==> config.mk <==
export PLATFORM = sky130hd
export DESIGN_NAME = modbus_tcp_response_deframer
export DESIGN_NICKNAME = d
export VERILOG_FILES = /design/src/rtl/mbtcp_rd_pkg.sv /design/src/rtl/mbtcp_rd_csr.sv /design/src/rtl/mbtcp_rd_parser.sv /design/src/rtl/mbtcp_rd_out_reg.sv /design/src/rtl/modbus_tcp_response_deframer.sv
export SDC_FILE = /design/constraint.sdc
export NUM_CORES = 1
export LEC_CHECK = 0
export BUFFER_PORTS_ARGS = -buffer_cell sky130_fd_sc_hd__buf_4
export CORE_AREA = 2 2 122 124
export CTS_CLUSTER_SIZE = 16
export DETAILED_ROUTE_END_ITERATION = 10
export DIE_AREA = 0 0 124 126
export PLACE_DENSITY = 0.72
export SLEW_MARGIN = 10
export SYNTH_ARGS = -nofsm -noshare
export SYNTH_HDL_FRONTEND = slang
export SYNTH_SLANG_ARGS = --single-unit
==> constraint.sdc <==
create_clock -name clock -period 8.5 [get_ports clock]
set_clock_uncertainty 0.15 [all_clocks]
set_input_delay 1.7 -clock clock [delete_from_list [all_inputs] [get_ports clock]]
set_output_delay 1.7 -clock clock [all_outputs]
set_load 0.005 [all_outputs]
==> src/rtl/mbtcp_rd_pkg.sv <==
// Shared types and constants for the Modbus TCP response deframer.
// No dependencies; every other file in rtl imports this package.
package mbtcp_rd_pkg;

   localparam int unsigned HDR_BYTES = 7;
   localparam logic [2:0]  HDR_FILL_LAST = 3'd6;

   localparam logic [7:0]  FC_HOLDING = 8'h03;
   localparam logic [7:0]  FC_INPUT   = 8'h04;

   localparam logic [15:0] SENTINEL_LOW  = 16'd32765;
   localparam logic [15:0] SENTINEL_HIGH = 16'h7FFF;

   localparam int unsigned CSR_INDEX_WIDTH = 2;
   localparam logic [CSR_INDEX_WIDTH-1:0] CSR_HOLDING_BASE = 2'd0;
   localparam logic [CSR_INDEX_WIDTH-1:0] CSR_INPUT_BASE   = 2'd1;
   localparam logic [CSR_INDEX_WIDTH-1:0] CSR_INPUT_ENABLE = 2'd2;

   localparam logic [15:0] HOLDING_BASE_RESET = 16'd1;
   localparam logic [15:0] INPUT_BASE_RESET   = 16'd21;
   localparam logic        INPUT_ENABLE_RESET = 1'b1;

   // Position inside a frame body: function code, byte count, then data.
   typedef enum logic [1:0] {
      STEP_CODE,
      STEP_COUNT,
      STEP_DATA
   } body_step_type;

   typedef struct packed {
      logic [15:0] holding_base;
      logic [15:0] input_base;
      logic        input_enable;
   } cfg_type;

   typedef struct packed {
      logic               is_input_register;
      logic [15:0]        register_number;
      logic signed [15:0] register_value;
      logic               value_valid;
      logic               last_of_frame;
   } result_type;

endpackage

==> src/rtl/mbtcp_rd_csr.sv <==
// Configuration registers of the Modbus TCP response deframer.
// Depends on mbtcp_rd_pkg for register indexes and reset values.
module mbtcp_rd_csr (
   input  logic                                      clock,
   input  logic                                      reset,
   input  logic                                      csr_valid,
   output logic                                      csr_ready,
   input  logic [mbtcp_rd_pkg::CSR_INDEX_WIDTH-1:0]  csr_index,
   input  logic [15:0]                               csr_data,
   output mbtcp_rd_pkg::cfg_type                     cfg
);
   import mbtcp_rd_pkg::*;

   cfg_type cfg_ff;
   cfg_type cfg_in;

   assign csr_ready = 1'b1;
   assign cfg       = cfg_ff;

   always_comb begin
      cfg_in = cfg_ff;
      if (csr_valid) begin
         unique case (csr_index)
            CSR_HOLDING_BASE: cfg_in.holding_base = csr_data;
            CSR_INPUT_BASE:   cfg_in.input_base   = csr_data;
            CSR_INPUT_ENABLE: cfg_in.input_enable = csr_data[0];
            default:          cfg_in = cfg_ff;
         endcase
      end
   end

   always_ff @(posedge clock) begin
      if (reset) begin
         cfg_ff.holding_base <= HOLDING_BASE_RESET;
         cfg_ff.input_base   <= INPUT_BASE_RESET;
         cfg_ff.input_enable <= INPUT_ENABLE_RESET;
      end else begin
         cfg_ff <= cfg_in;
      end
   end

endmodule

==> src/rtl/mbtcp_rd_parser.sv <==
// Frame parser: header window, body tracking and register word assembly.
// Depends on mbtcp_rd_pkg; produces at most one result per accepted byte.
module mbtcp_rd_parser (
   input  logic                       clock,
   input  logic                       reset,
   input  logic                       accept,
   input  logic                       kind,
   input  logic [7:0]                 byte_value,
   input  mbtcp_rd_pkg::cfg_type      cfg,
   output logic                       res_valid,
   output mbtcp_rd_pkg::result_type   res
);
   import mbtcp_rd_pkg::*;

   logic [7:0]    win_ff [HDR_BYTES];
   logic [7:0]    win_in [HDR_BYTES];
   logic [2:0]    fill_ff, fill_in;
   logic          in_body_ff, in_body_in;
   body_step_type step_ff, step_in;
   logic [15:0]   bytes_left_ff, bytes_left_in;
   logic [15:0]   payload_len_ff, payload_len_in;
   logic [7:0]    code_ff, code_in;
   logic [7:0]    count_ff, count_in;
   logic          accepted_ff, accepted_in;
   logic [7:0]    pos_ff, pos_in;
   logic [7:0]    hold_ff, hold_in;

   logic [15:0]   hdr_len;
   logic [15:0]   word;
   logic [6:0]    word_idx;
   logic          is_in;
   logic          fc_ok;

   assign hdr_len  = {win_ff[4], win_ff[5]};
   assign word     = {hold_ff, byte_value};
   assign word_idx = pos_ff[7:1];
   assign is_in    = (code_ff == FC_INPUT);
   assign fc_ok    = (code_ff == FC_HOLDING) || ((code_ff == FC_INPUT) && cfg.input_enable);

   always_comb begin
      win_in         = win_ff;
      fill_in        = fill_ff;
      in_body_in     = in_body_ff;
      step_in        = step_ff;
      bytes_left_in  = bytes_left_ff;
      payload_len_in = payload_len_ff;
      code_in        = code_ff;
      count_in       = count_ff;
      accepted_in    = accepted_ff;
      pos_in         = pos_ff;
      hold_in        = hold_ff;
      res_valid      = 1'b0;

      res.is_input_register = is_in;
      res.register_number   = (is_in ? cfg.input_base : cfg.holding_base) + {9'd0, word_idx};
      res.register_value    = word;
      res.value_valid       = !((word >= SENTINEL_LOW) && (word <= SENTINEL_HIGH));
      res.last_of_frame     = ({1'b0, word_idx} + 8'd1) == {1'b0, count_ff[7:1]};

      if (accept) begin
         if (kind) begin
            // new connection: drop header and any frame in progress
            fill_in    = '0;
            in_body_in = 1'b0;
            step_in    = STEP_CODE;
         end else if (!in_body_ff) begin
            win_in[fill_ff] = byte_value;
            if (fill_ff == HDR_FILL_LAST) begin
               if (hdr_len < 16'd2) begin
                  // drop the oldest byte and wait for one more
                  for (int i = 0; i < 5; i++) begin
                     win_in[i] = win_ff[i+1];
                  end
                  win_in[5] = byte_value;
                  win_in[6] = 8'h00;
                  fill_in   = HDR_FILL_LAST;
               end else begin
                  payload_len_in = hdr_len;
                  bytes_left_in  = hdr_len - 16'd1;
                  in_body_in     = 1'b1;
                  step_in        = STEP_CODE;
                  code_in        = '0;
                  count_in       = '0;
                  accepted_in    = 1'b0;
                  pos_in         = '0;
                  hold_in        = '0;
               end
            end else begin
               fill_in = fill_ff + 3'd1;
            end
         end else begin
            bytes_left_in = bytes_left_ff - 16'd1;
            unique case (step_ff)
               STEP_CODE: begin
                  code_in = byte_value;
                  step_in = STEP_COUNT;
               end
               STEP_COUNT: begin
                  count_in    = byte_value;
                  accepted_in = fc_ok && (payload_len_ff >= 16'd3) &&
                                ({1'b0, payload_len_ff} >= (17'd3 + {9'd0, byte_value}));
                  step_in     = STEP_DATA;
               end
               STEP_DATA: begin
                  if (accepted_ff && (pos_ff < count_ff)) begin
                     if (!pos_ff[0]) begin
                        hold_in = byte_value;
                     end else begin
                        res_valid = 1'b1;
                     end
                     pos_in = pos_ff + 8'd1;
                  end
               end
               default: step_in = STEP_CODE;
            endcase
            if (bytes_left_ff == 16'd1) begin
               in_body_in = 1'b0;
               fill_in    = '0;
            end
         end
      end
   end

   always_ff @(posedge clock) begin
      if (reset) begin
         fill_ff    <= '0;
         in_body_ff <= 1'b0;
         step_ff    <= STEP_CODE;
      end else begin
         fill_ff    <= fill_in;
         in_body_ff <= in_body_in;
         step_ff    <= step_in;
      end
   end

   always_ff @(posedge clock) begin
      win_ff         <= win_in;
      bytes_left_ff  <= bytes_left_in;
      payload_len_ff <= payload_len_in;
      code_ff        <= code_in;
      count_ff       <= count_in;
      accepted_ff    <= accepted_in;
      pos_ff         <= pos_in;
      hold_ff        <= hold_in;
   end

endmodule

==> src/rtl/mbtcp_rd_out_reg.sv <==
// Result register between the parser and the rsp_ channel.
// Depends on mbtcp_rd_pkg for the result struct.
module mbtcp_rd_out_reg (
   input  logic                       clock,
   input  logic                       reset,
   input  logic                       load,
   input  mbtcp_rd_pkg::result_type   load_data,
   output logic                       space,
   output logic                       out_valid,
   input  logic                       out_ready,
   output mbtcp_rd_pkg::result_type   out_data
);
   import mbtcp_rd_pkg::*;

   logic       valid_ff, valid_in;
   result_type data_ff, data_in;

   // take a new transaction when empty or whenever the held one leaves this cycle
   assign space     = !valid_ff || out_ready;
   assign out_valid = valid_ff;
   assign out_data  = data_ff;

   always_comb begin
      valid_in = valid_ff;
      data_in  = data_ff;
      if (load) begin
         valid_in = 1'b1;
         data_in  = load_data;
      end else if (out_ready) begin
         valid_in = 1'b0;
      end
   end

   always_ff @(posedge clock) begin
      if (reset) begin
         valid_ff <= 1'b0;
      end else begin
         valid_ff <= valid_in;
      end
   end

   always_ff @(posedge clock) begin
      data_ff <= data_in;
   end

endmodule

==> src/rtl/modbus_tcp_response_deframer.sv <==
// Modbus TCP response deframer: takes one response byte per cycle on req_ and
// returns each complete register word of a function 3 or 4 frame on rsp_. A
// byte is accepted every cycle as long as the result register is empty or is
// being drained; the word completed by a byte appears on rsp_ in the cycle after
// that byte is accepted, held in a single output register. Configuration
// writes on csr_ are always taken and should be issued while no frame is open.
module modbus_tcp_response_deframer (
   input  logic                                      clock,
   input  logic                                      reset,
   input  logic                                      req_valid,
   output logic                                      req_ready,
   input  logic                                      req_kind,
   input  logic [7:0]                                req_byte_value,
   output logic                                      rsp_valid,
   input  logic                                      rsp_ready,
   output logic                                      rsp_is_input_register,
   output logic [15:0]                               rsp_register_number,
   output logic signed [15:0]                        rsp_register_value,
   output logic                                      rsp_value_valid,
   output logic                                      rsp_last_of_frame,
   input  logic                                      csr_valid,
   output logic                                      csr_ready,
   input  logic [mbtcp_rd_pkg::CSR_INDEX_WIDTH-1:0]  csr_index,
   input  logic [15:0]                               csr_data
);
   import mbtcp_rd_pkg::*;

   cfg_type    cfg;
   result_type res;
   result_type rsp_data;
   logic       res_valid;
   logic       space;
   logic       accept;

   assign req_ready = space;
   assign accept    = req_valid && space;

   mbtcp_rd_csr u_csr (
      .clock     (clock),
      .reset     (reset),
      .csr_valid (csr_valid),
      .csr_ready (csr_ready),
      .csr_index (csr_index),
      .csr_data  (csr_data),
      .cfg       (cfg)
   );

   mbtcp_rd_parser u_parser (
      .clock      (clock),
      .reset      (reset),
      .accept     (accept),
      .kind       (req_kind),
      .byte_value (req_byte_value),
      .cfg        (cfg),
      .res_valid  (res_valid),
      .res        (res)
   );

   mbtcp_rd_out_reg u_out (
      .clock     (clock),
      .reset     (reset),
      .load      (res_valid),
      .load_data (res),
      .space     (space),
      .out_valid (rsp_valid),
      .out_ready (rsp_ready),
      .out_data  (rsp_data)
   );

   assign rsp_is_input_register = rsp_data.is_input_register;
   assign rsp_register_number   = rsp_data.register_number;
   assign rsp_register_value    = rsp_data.register_value;
   assign rsp_value_valid       = rsp_data.value_valid;
   assign rsp_last_of_frame     = rsp_data.last_of_frame;

endmodule

Word level (Yosys, flattened, before mapping)
Cells that the tools add are included.
{"block": "word_totals", "input_bits": 32, "ff_bits": 196, "word_cells": 141, "output_inout_bits": 38}
{"block": "classes", "n_mux": 49, "order_cmp": 8, "reduce_logical": 28, "n_bitwise": 4, "n_addsub": 7, "eq_ne": 19}
{"cell": "56-bit 2-to-1 mux", "count": 2}
{"cell": "8-bit 2-to-1 mux", "count": 14}
{"cell": "16-bit 2-to-1 mux", "count": 4}
{"cell": "56-bit bitwise mux", "count": 1}
{"cell": "16-bit by 1-bit subtractor with 16-bit output, second input constant", "count": 2}
{"cell": "8-bit demux with 3-bit select", "count": 1}
{"cell": "16-bit by 17-bit greater-or-equal comparator with 1-bit output", "count": 1}
{"cell": "1-bit 2-to-1 mux", "count": 17}
{"cell": "16-bit by 7-bit adder with 16-bit output", "count": 1}
{"cell": "16-bit by 1-bit == test with 1-bit output, second input constant", "count": 1}
{"cell": "16-bit by 15-bit greater-or-equal comparator with 1-bit output, second input constant", "count": 1}
{"cell": "16-bit by 2-bit greater-or-equal comparator with 1-bit output, second input constant", "count": 1}
{"cell": "16-bit by 15-bit less-or-equal comparator with 1-bit output, second input constant", "count": 1}
{"cell": "16-bit by 2-bit < comparator with 1-bit output, second input constant", "count": 1}
{"cell": "3-bit 2-to-1 mux", "count": 5}
{"cell": "5-bit AND reduction", "count": 3}
{"cell": "2-bit inequality test, second input constant", "count": 5}
{"cell": "2-bit by 8-bit adder with 9-bit output, first input constant", "count": 1}
{"cell": "7-bit by 1-bit adder with 8-bit output, second input constant", "count": 1}
{"cell": "8-bit by 1-bit adder with 8-bit output, second input constant", "count": 1}
{"cell": "8-bit by 2-bit == test with 1-bit output, second input constant", "count": 1}
{"cell": "8-bit by 3-bit == test with 1-bit output, second input constant", "count": 1}
{"cell": "8-bit by 7-bit == test with 1-bit output", "count": 1}
{"cell": "8-bit < comparator", "count": 1}
{"cell": "25 further kinds", "count": 47}

Longest topological paths before layout
{"block": "logic_depth", "word_depth": 8, "depth_mapped": 14, "mapped_depth_nobuf": 13}

By module
A second synthesis with hierarchy kept.
{"block": "unflattened", "hier_cells": 723, "area_unflattened_um2": 8184.1}
{"mod": "mbtcp_rd_parser", "seq_area_each_um2": 2552.4, "instances": 1, "cells_each": 550, "area_each_um2": 5688.0}
{"mod": "mbtcp_rd_csr", "seq_area_each_um2": 660.6, "instances": 1, "cells_each": 133, "area_each_um2": 1392.6}
{"mod": "mbtcp_rd_out_reg", "seq_area_each_um2": 1071.0, "instances": 1, "cells_each": 39, "area_each_um2": 1097.3}
{"mod": "modbus_tcp_response_deframer", "seq_area_each_um2": 0.0, "instances": 1, "cells_each": 1, "area_each_um2": 6.3}

Least setup slack after synthesis
Ideal clock, no wire load.
{"block": "synth_path", "path_type": "input to register", "startpoint": "input rsp_ready", "endpoint": "register u_parser.hold_ff[0] (enable)", "setup_slack_ns": 3.890, "n_path_buf": 0, "t_arrival_ns": 4.134, "path_stages": 6, "setup_time_ns": 0.326, "path_cell_list": "nand2b_1 -> nand2_1 -> nor3_1 -> nand2_1 -> inv_1 -> a21o_1"}
{"block": "synth_via", "elab_chain_len": 3}
{"item": "start, declared", "line": "modbus_tcp_response_deframer.sv:15", "source": "input logic rsp_ready,"}
{"item": "1-bit logical OR", "line": "mbtcp_rd_out_reg.sv:19", "source": "assign space = !valid_ff || out_ready;"}
{"item": "1-bit logical AND", "line": "modbus_tcp_response_deframer.sv:36", "source": "assign accept = req_valid && space;"}
{"item": "7-bit AND reduction (no line)"}
{"item": "end signal, assigned", "line": "mbtcp_rd_parser.sv:144", "source": "hold_ff <= hold_in;"}
{"item": "end, declared", "line": "mbtcp_rd_parser.sv:26", "source": "logic [7:0] hold_ff, hold_in;"}
No other way between the ends.
A chain may end at the register's enable or synchronous reset.

==> results.txt <==
----------------------------------------------------
[Setup path]
  Register-to-register setup slack ... roughly 4.3 ns
  Endpoint kind of the worst setup timing path ... flip-flop
  Arrival time of data at the critical path endpoint ... roughly 4.2 ns
  Cells traversed along the worst timing path ... nor3b_1 > nand3_1 > nand2_1 > nand2_1 > ha_1 > fa_1 > a211oi_1 > nor2_1 > o41a_1 > nand4_1 > xnor2_1 > mux2_2
  Depth of the worst register-to-register path ... 12
  Dominant delay contributor by cell family on the critical path ... simple AND/OR/NAND/NOR gates
  Worst Setup Path Type ... flip-flop to flip-flop
  Reg2reg end ... u_out.out_data[28]$_DFFE_PP_
  Kind of start point of the critical path ... flip-flop
  Worst path slowest cell ... sky130_fd_sc_hd__nand3_1
  CP peak stage delay ... 0.77 ns
  CP required ... between 8 and 9 ns
  Maximum fanout count along the critical path ... 20
  Critical R2R Launch ... u_parser.code_ff[0]$_DFFE_PP_
  Critical path's most frequent cell ... sky130_fd_sc_hd__nand2_1
  Number of buffer and inverter stages on the critical path ... 0

[Clock tree]
  # clock sinks ... around 160
  Clock Latency Late Sink ... roughly 0.43 ns
  Count of hold-fix buffers inserted at cts ... 0
  CTS Root Buffer Type ... sky130_fd_sc_hd__clkbuf_16
  Clock input transition at the sequential cells of the worst setup and hold paths ... approximately 0.06 ns
  CTS tree ... yes
  Number of setup buffers added after CTS ... 0
  Number of CTS-inserted buffers ... 17
  Number of instances resized during post-cts repair ... 0
  CTS H-tree depth ... 4
  Max Buffers Root-to-Sink ... 2

[Routing]
  Remaining antenna violation count after routing ... 0
  Vias per std cell ... ~5.7
  Number of vias after detailed routing ... around 5,600
  Average routed wire per standard cell ... around 17 um
  Count of routing violations after the opening detailed-route iteration ... 423
  Number of optimization iterations in the first detailed-route pass ... 6
  DRC errors left ... 0
  Sum of routed wire length over all layers ... approximately 17,000 um

[Power]
  Worst VDD drop ... between 0.1 and 0.15 mV
  Pwr dens ... approximately 190 nW/um^2
  Overall power after layout ... 1.68 mW
  Static leakage ... approximately 3.3 nW

[Place]
  Placed insts ... roughly 950
  Global placement routability congestion ... around 0.84
  Post-place instance area ... 8440 um^2
  Buffers added on ports ... 68
  Worst setup timing slack at the placement stage ... about 4.3 ns
  DP Wirelength ... about 12,000 um

[Synth]
  Number of synthesized flops with an enable pin ... approximately 120
  Syn nets ... about 780
  YS warnings ... 0
  Top-area cell type share of the netlist area ... 0.449
  Cell count after synthesis ... 713
  #FFs+latches synth ... about 160
  Cell types with the largest area share after synthesis ... sky130_fd_sc_hd__edfxtp_1, sky130_fd_sc_hd__dfxtp_1, sky130_fd_sc_hd__nand2_1, sky130_fd_sc_hd__ha_1, sky130_fd_sc_hd__xnor2_1
  Top post-synthesis cells by count ... sky130_fd_sc_hd__edfxtp_1, sky130_fd_sc_hd__nand2_1, sky130_fd_sc_hd__a21oi_1, sky130_fd_sc_hd__nor2_1, sky130_fd_sc_hd__dfxtp_1
  Post-synthesis cell type with the largest combined area ... sky130_fd_sc_hd__edfxtp_1
  Primary FF master, synth ... sky130_fd_sc_hd__edfxtp_1
  Leading cell type by number of instances after synthesis ... sky130_fd_sc_hd__edfxtp_1
  Sequential share of the synthesized area ... 0.552
  Fraction of synthesis flops using an asynchronous set or reset pin ... 0
  Count of unique library cells instantiated by Yosys ... 58
  Mean instance size in the synthesized netlist ... about 11 um^2
  Post-synth design cell area ... between 7000 and 8000 um^2

[Timing]
  Fmax ... between 200 and 250 MHz
  Fin Setup TNS ... 0 ns
  Number of pins with negative max-slew slack in the final report ... 0
  Hold Fails Final Rpt ... 0
  Slew at the pin with the worst max-slew slack ... about 1.0 ns
  Smallest setup slack after layout ... approximately 4.3 ns
  Final period util ... 0.494
  RSZ-0062 raised after global routing ... no
  Headroom to the max-slew limit ... 0.329
  Setup-failing EPs final ... 0
  Hold slack final ... roughly 0.30 ns
  Clock period minus final worst setup slack ... roughly 4.2 ns

[Hold path]
  Beginning of the worst hold path ... u_parser.hold_ff[7]$_DFFE_PP_
  Destination of the worst hold path ... u_out.out_data[17]$_DFFE_PP_
  Worst min-delay path class ... flip-flop to flip-flop
  Depth of the worst hold-timing path ... 0

[Status]
  Result of the run ... complete, no violations

[Die]
  Core region area ... 14,300 um^2
  Overall die area ... between 15,000 and 20,000 um^2
  Die outline width ... around 120 um
  Total I/O pin count ... 70
  Die Height ... 126 um
  Initial cell density of the core ... 0.542
  Standard-cell row count ... between 40 and 50

[Cells and area]
  Antenna cells ... 0
  Final std cell area, no fill ... about 9000 um^2
  Fillers ... about 1,100
  Fraction of the core area covered by cells at the end of the flow ... 0.631
  Final-stage net count ... ~850
  Share of final-layout standard cells stronger than drive strength 1 ... 0.152
  Post-synthesis to final-layout area growth ... 16.5%
  Final standard cell count with taps included and fillers excluded ... 978

[Flow run]
  Max-cap violations ... 0

[GRT]
  GRT Resource Usage Total ... 0.229
  Maximum number of pins on one net before global-route repair ... 56
  Wire length of the first global-routing pass ... approximately 27,000 um
  Remaining Overflow, GRT ... 0
  Number of antenna violations at the first check in global routing ... 0
  Number of global-route vias before repair ... 5,587

----------------------------------------------------
where the power goes:
part           internal (mW)  total, mW  switching (mW)
clock network          0.461      0.766           0.305
logic                 0.0365     0.0851          0.0486
registers              0.823      0.833          0.0103
total                   1.32       1.68           0.364
placed cells by master (no fill, tap or decap), types with 15 or more instances in the layout:
master                      instances
sky130_fd_sc_hd__a21oi_1           52
sky130_fd_sc_hd__and2_1            15
sky130_fd_sc_hd__buf_4             72
sky130_fd_sc_hd__clkbuf_16         17
sky130_fd_sc_hd__dfxtp_1           40
sky130_fd_sc_hd__edfxtp_1         116
sky130_fd_sc_hd__ha_1              32
sky130_fd_sc_hd__inv_1             20
sky130_fd_sc_hd__mux2i_1           21
sky130_fd_sc_hd__nand2_1          114
sky130_fd_sc_hd__nor2_1            47
sky130_fd_sc_hd__nor3_1            15
sky130_fd_sc_hd__o21ai_0           20
sky130_fd_sc_hd__xnor2_1           34
sky130_fd_sc_hd__xor2_1            26
state kept, by name, summed over array words and instances (netlist names):
| signal | flops |
|---|---|
| u_csr.cfg | 33 |
| u_out.out_data | 35 |
| u_out.out_valid | 1 |
| u_parser.accepted_ff | 1 |
| u_parser.bytes_left_ff | 16 |
| u_parser.code_ff | 8 |
| u_parser.count_ff | 8 |
| u_parser.fill_ff | 3 |
| u_parser.hdr_len | 16 |
| u_parser.hold_ff | 8 |
| u_parser.in_body_ff | 1 |
| u_parser.payload_len_ff | 16 |
| u_parser.pos_ff | 8 |
| u_parser.step_ff | 2 |
routing by layer:
metal,vias up,wire [um],track usage
met5,-,0,0
met4,0,282,0.0800
met3,30,776,0.0530
met2,146,8630,0.394
met1,2718,7310,0.281
li1,2689,-,-
final cells by class:
class	instances	area, um^2	area share
multi-input cells	513	3300	0.366
clock buffers	18	429	0.0475
clock inverters	14	170	0.0188
repair buffers	72	541	0.0598
well taps	184	230	0.0255
flip-flops and latches	156	4280	0.474
inverters	21	78.8	0.00872
how the worst max path moves through the flow:
stage	startpoint	endpoint	slack [ns]	cells after the start
2_1_floorplan	rsp_ready	u_parser.hold_ff[0]$_DFFE_PP_	3.89	6
3_5_place_dp	u_parser.code_ff[0]$_DFFE_PP_	u_out.out_data[28]$_DFFE_PP_	4.31	12
3_3_place_gp	rsp_ready	u_parser.hold_ff[3]$_DFFE_PP_	4.46	8
4_1_cts	u_parser.code_ff[0]$_DFFE_PP_	u_out.out_data[28]$_DFFE_PP_	4.31	12
5_1_grt	u_parser.code_ff[0]$_DFFE_PP_	u_out.out_data[28]$_DFFE_PP_	3.99	12
6_report	u_parser.code_ff[0]$_DFFE_PP_	u_out.out_data[28]$_DFFE_PP_	4.30	12
logic make-up (layout without fill, tap and decap cells):
kind of cell | count (synthesis) | after routing | synth area share
simple gates | 278 | 278 | 0.177
flops | 156 | 156 | 0.552
compound gates | 112 | 112 | 0.0868
xor+xnor | 60 | 60 | 0.0677
buf+inv | 44 | 125 | 0.0227
fa+ha+maj | 33 | 33 | 0.0542
mux | 29 | 29 | 0.0387
other cells | 1 | 1 | 0.000483
Power figures use the tool's default switching activity.
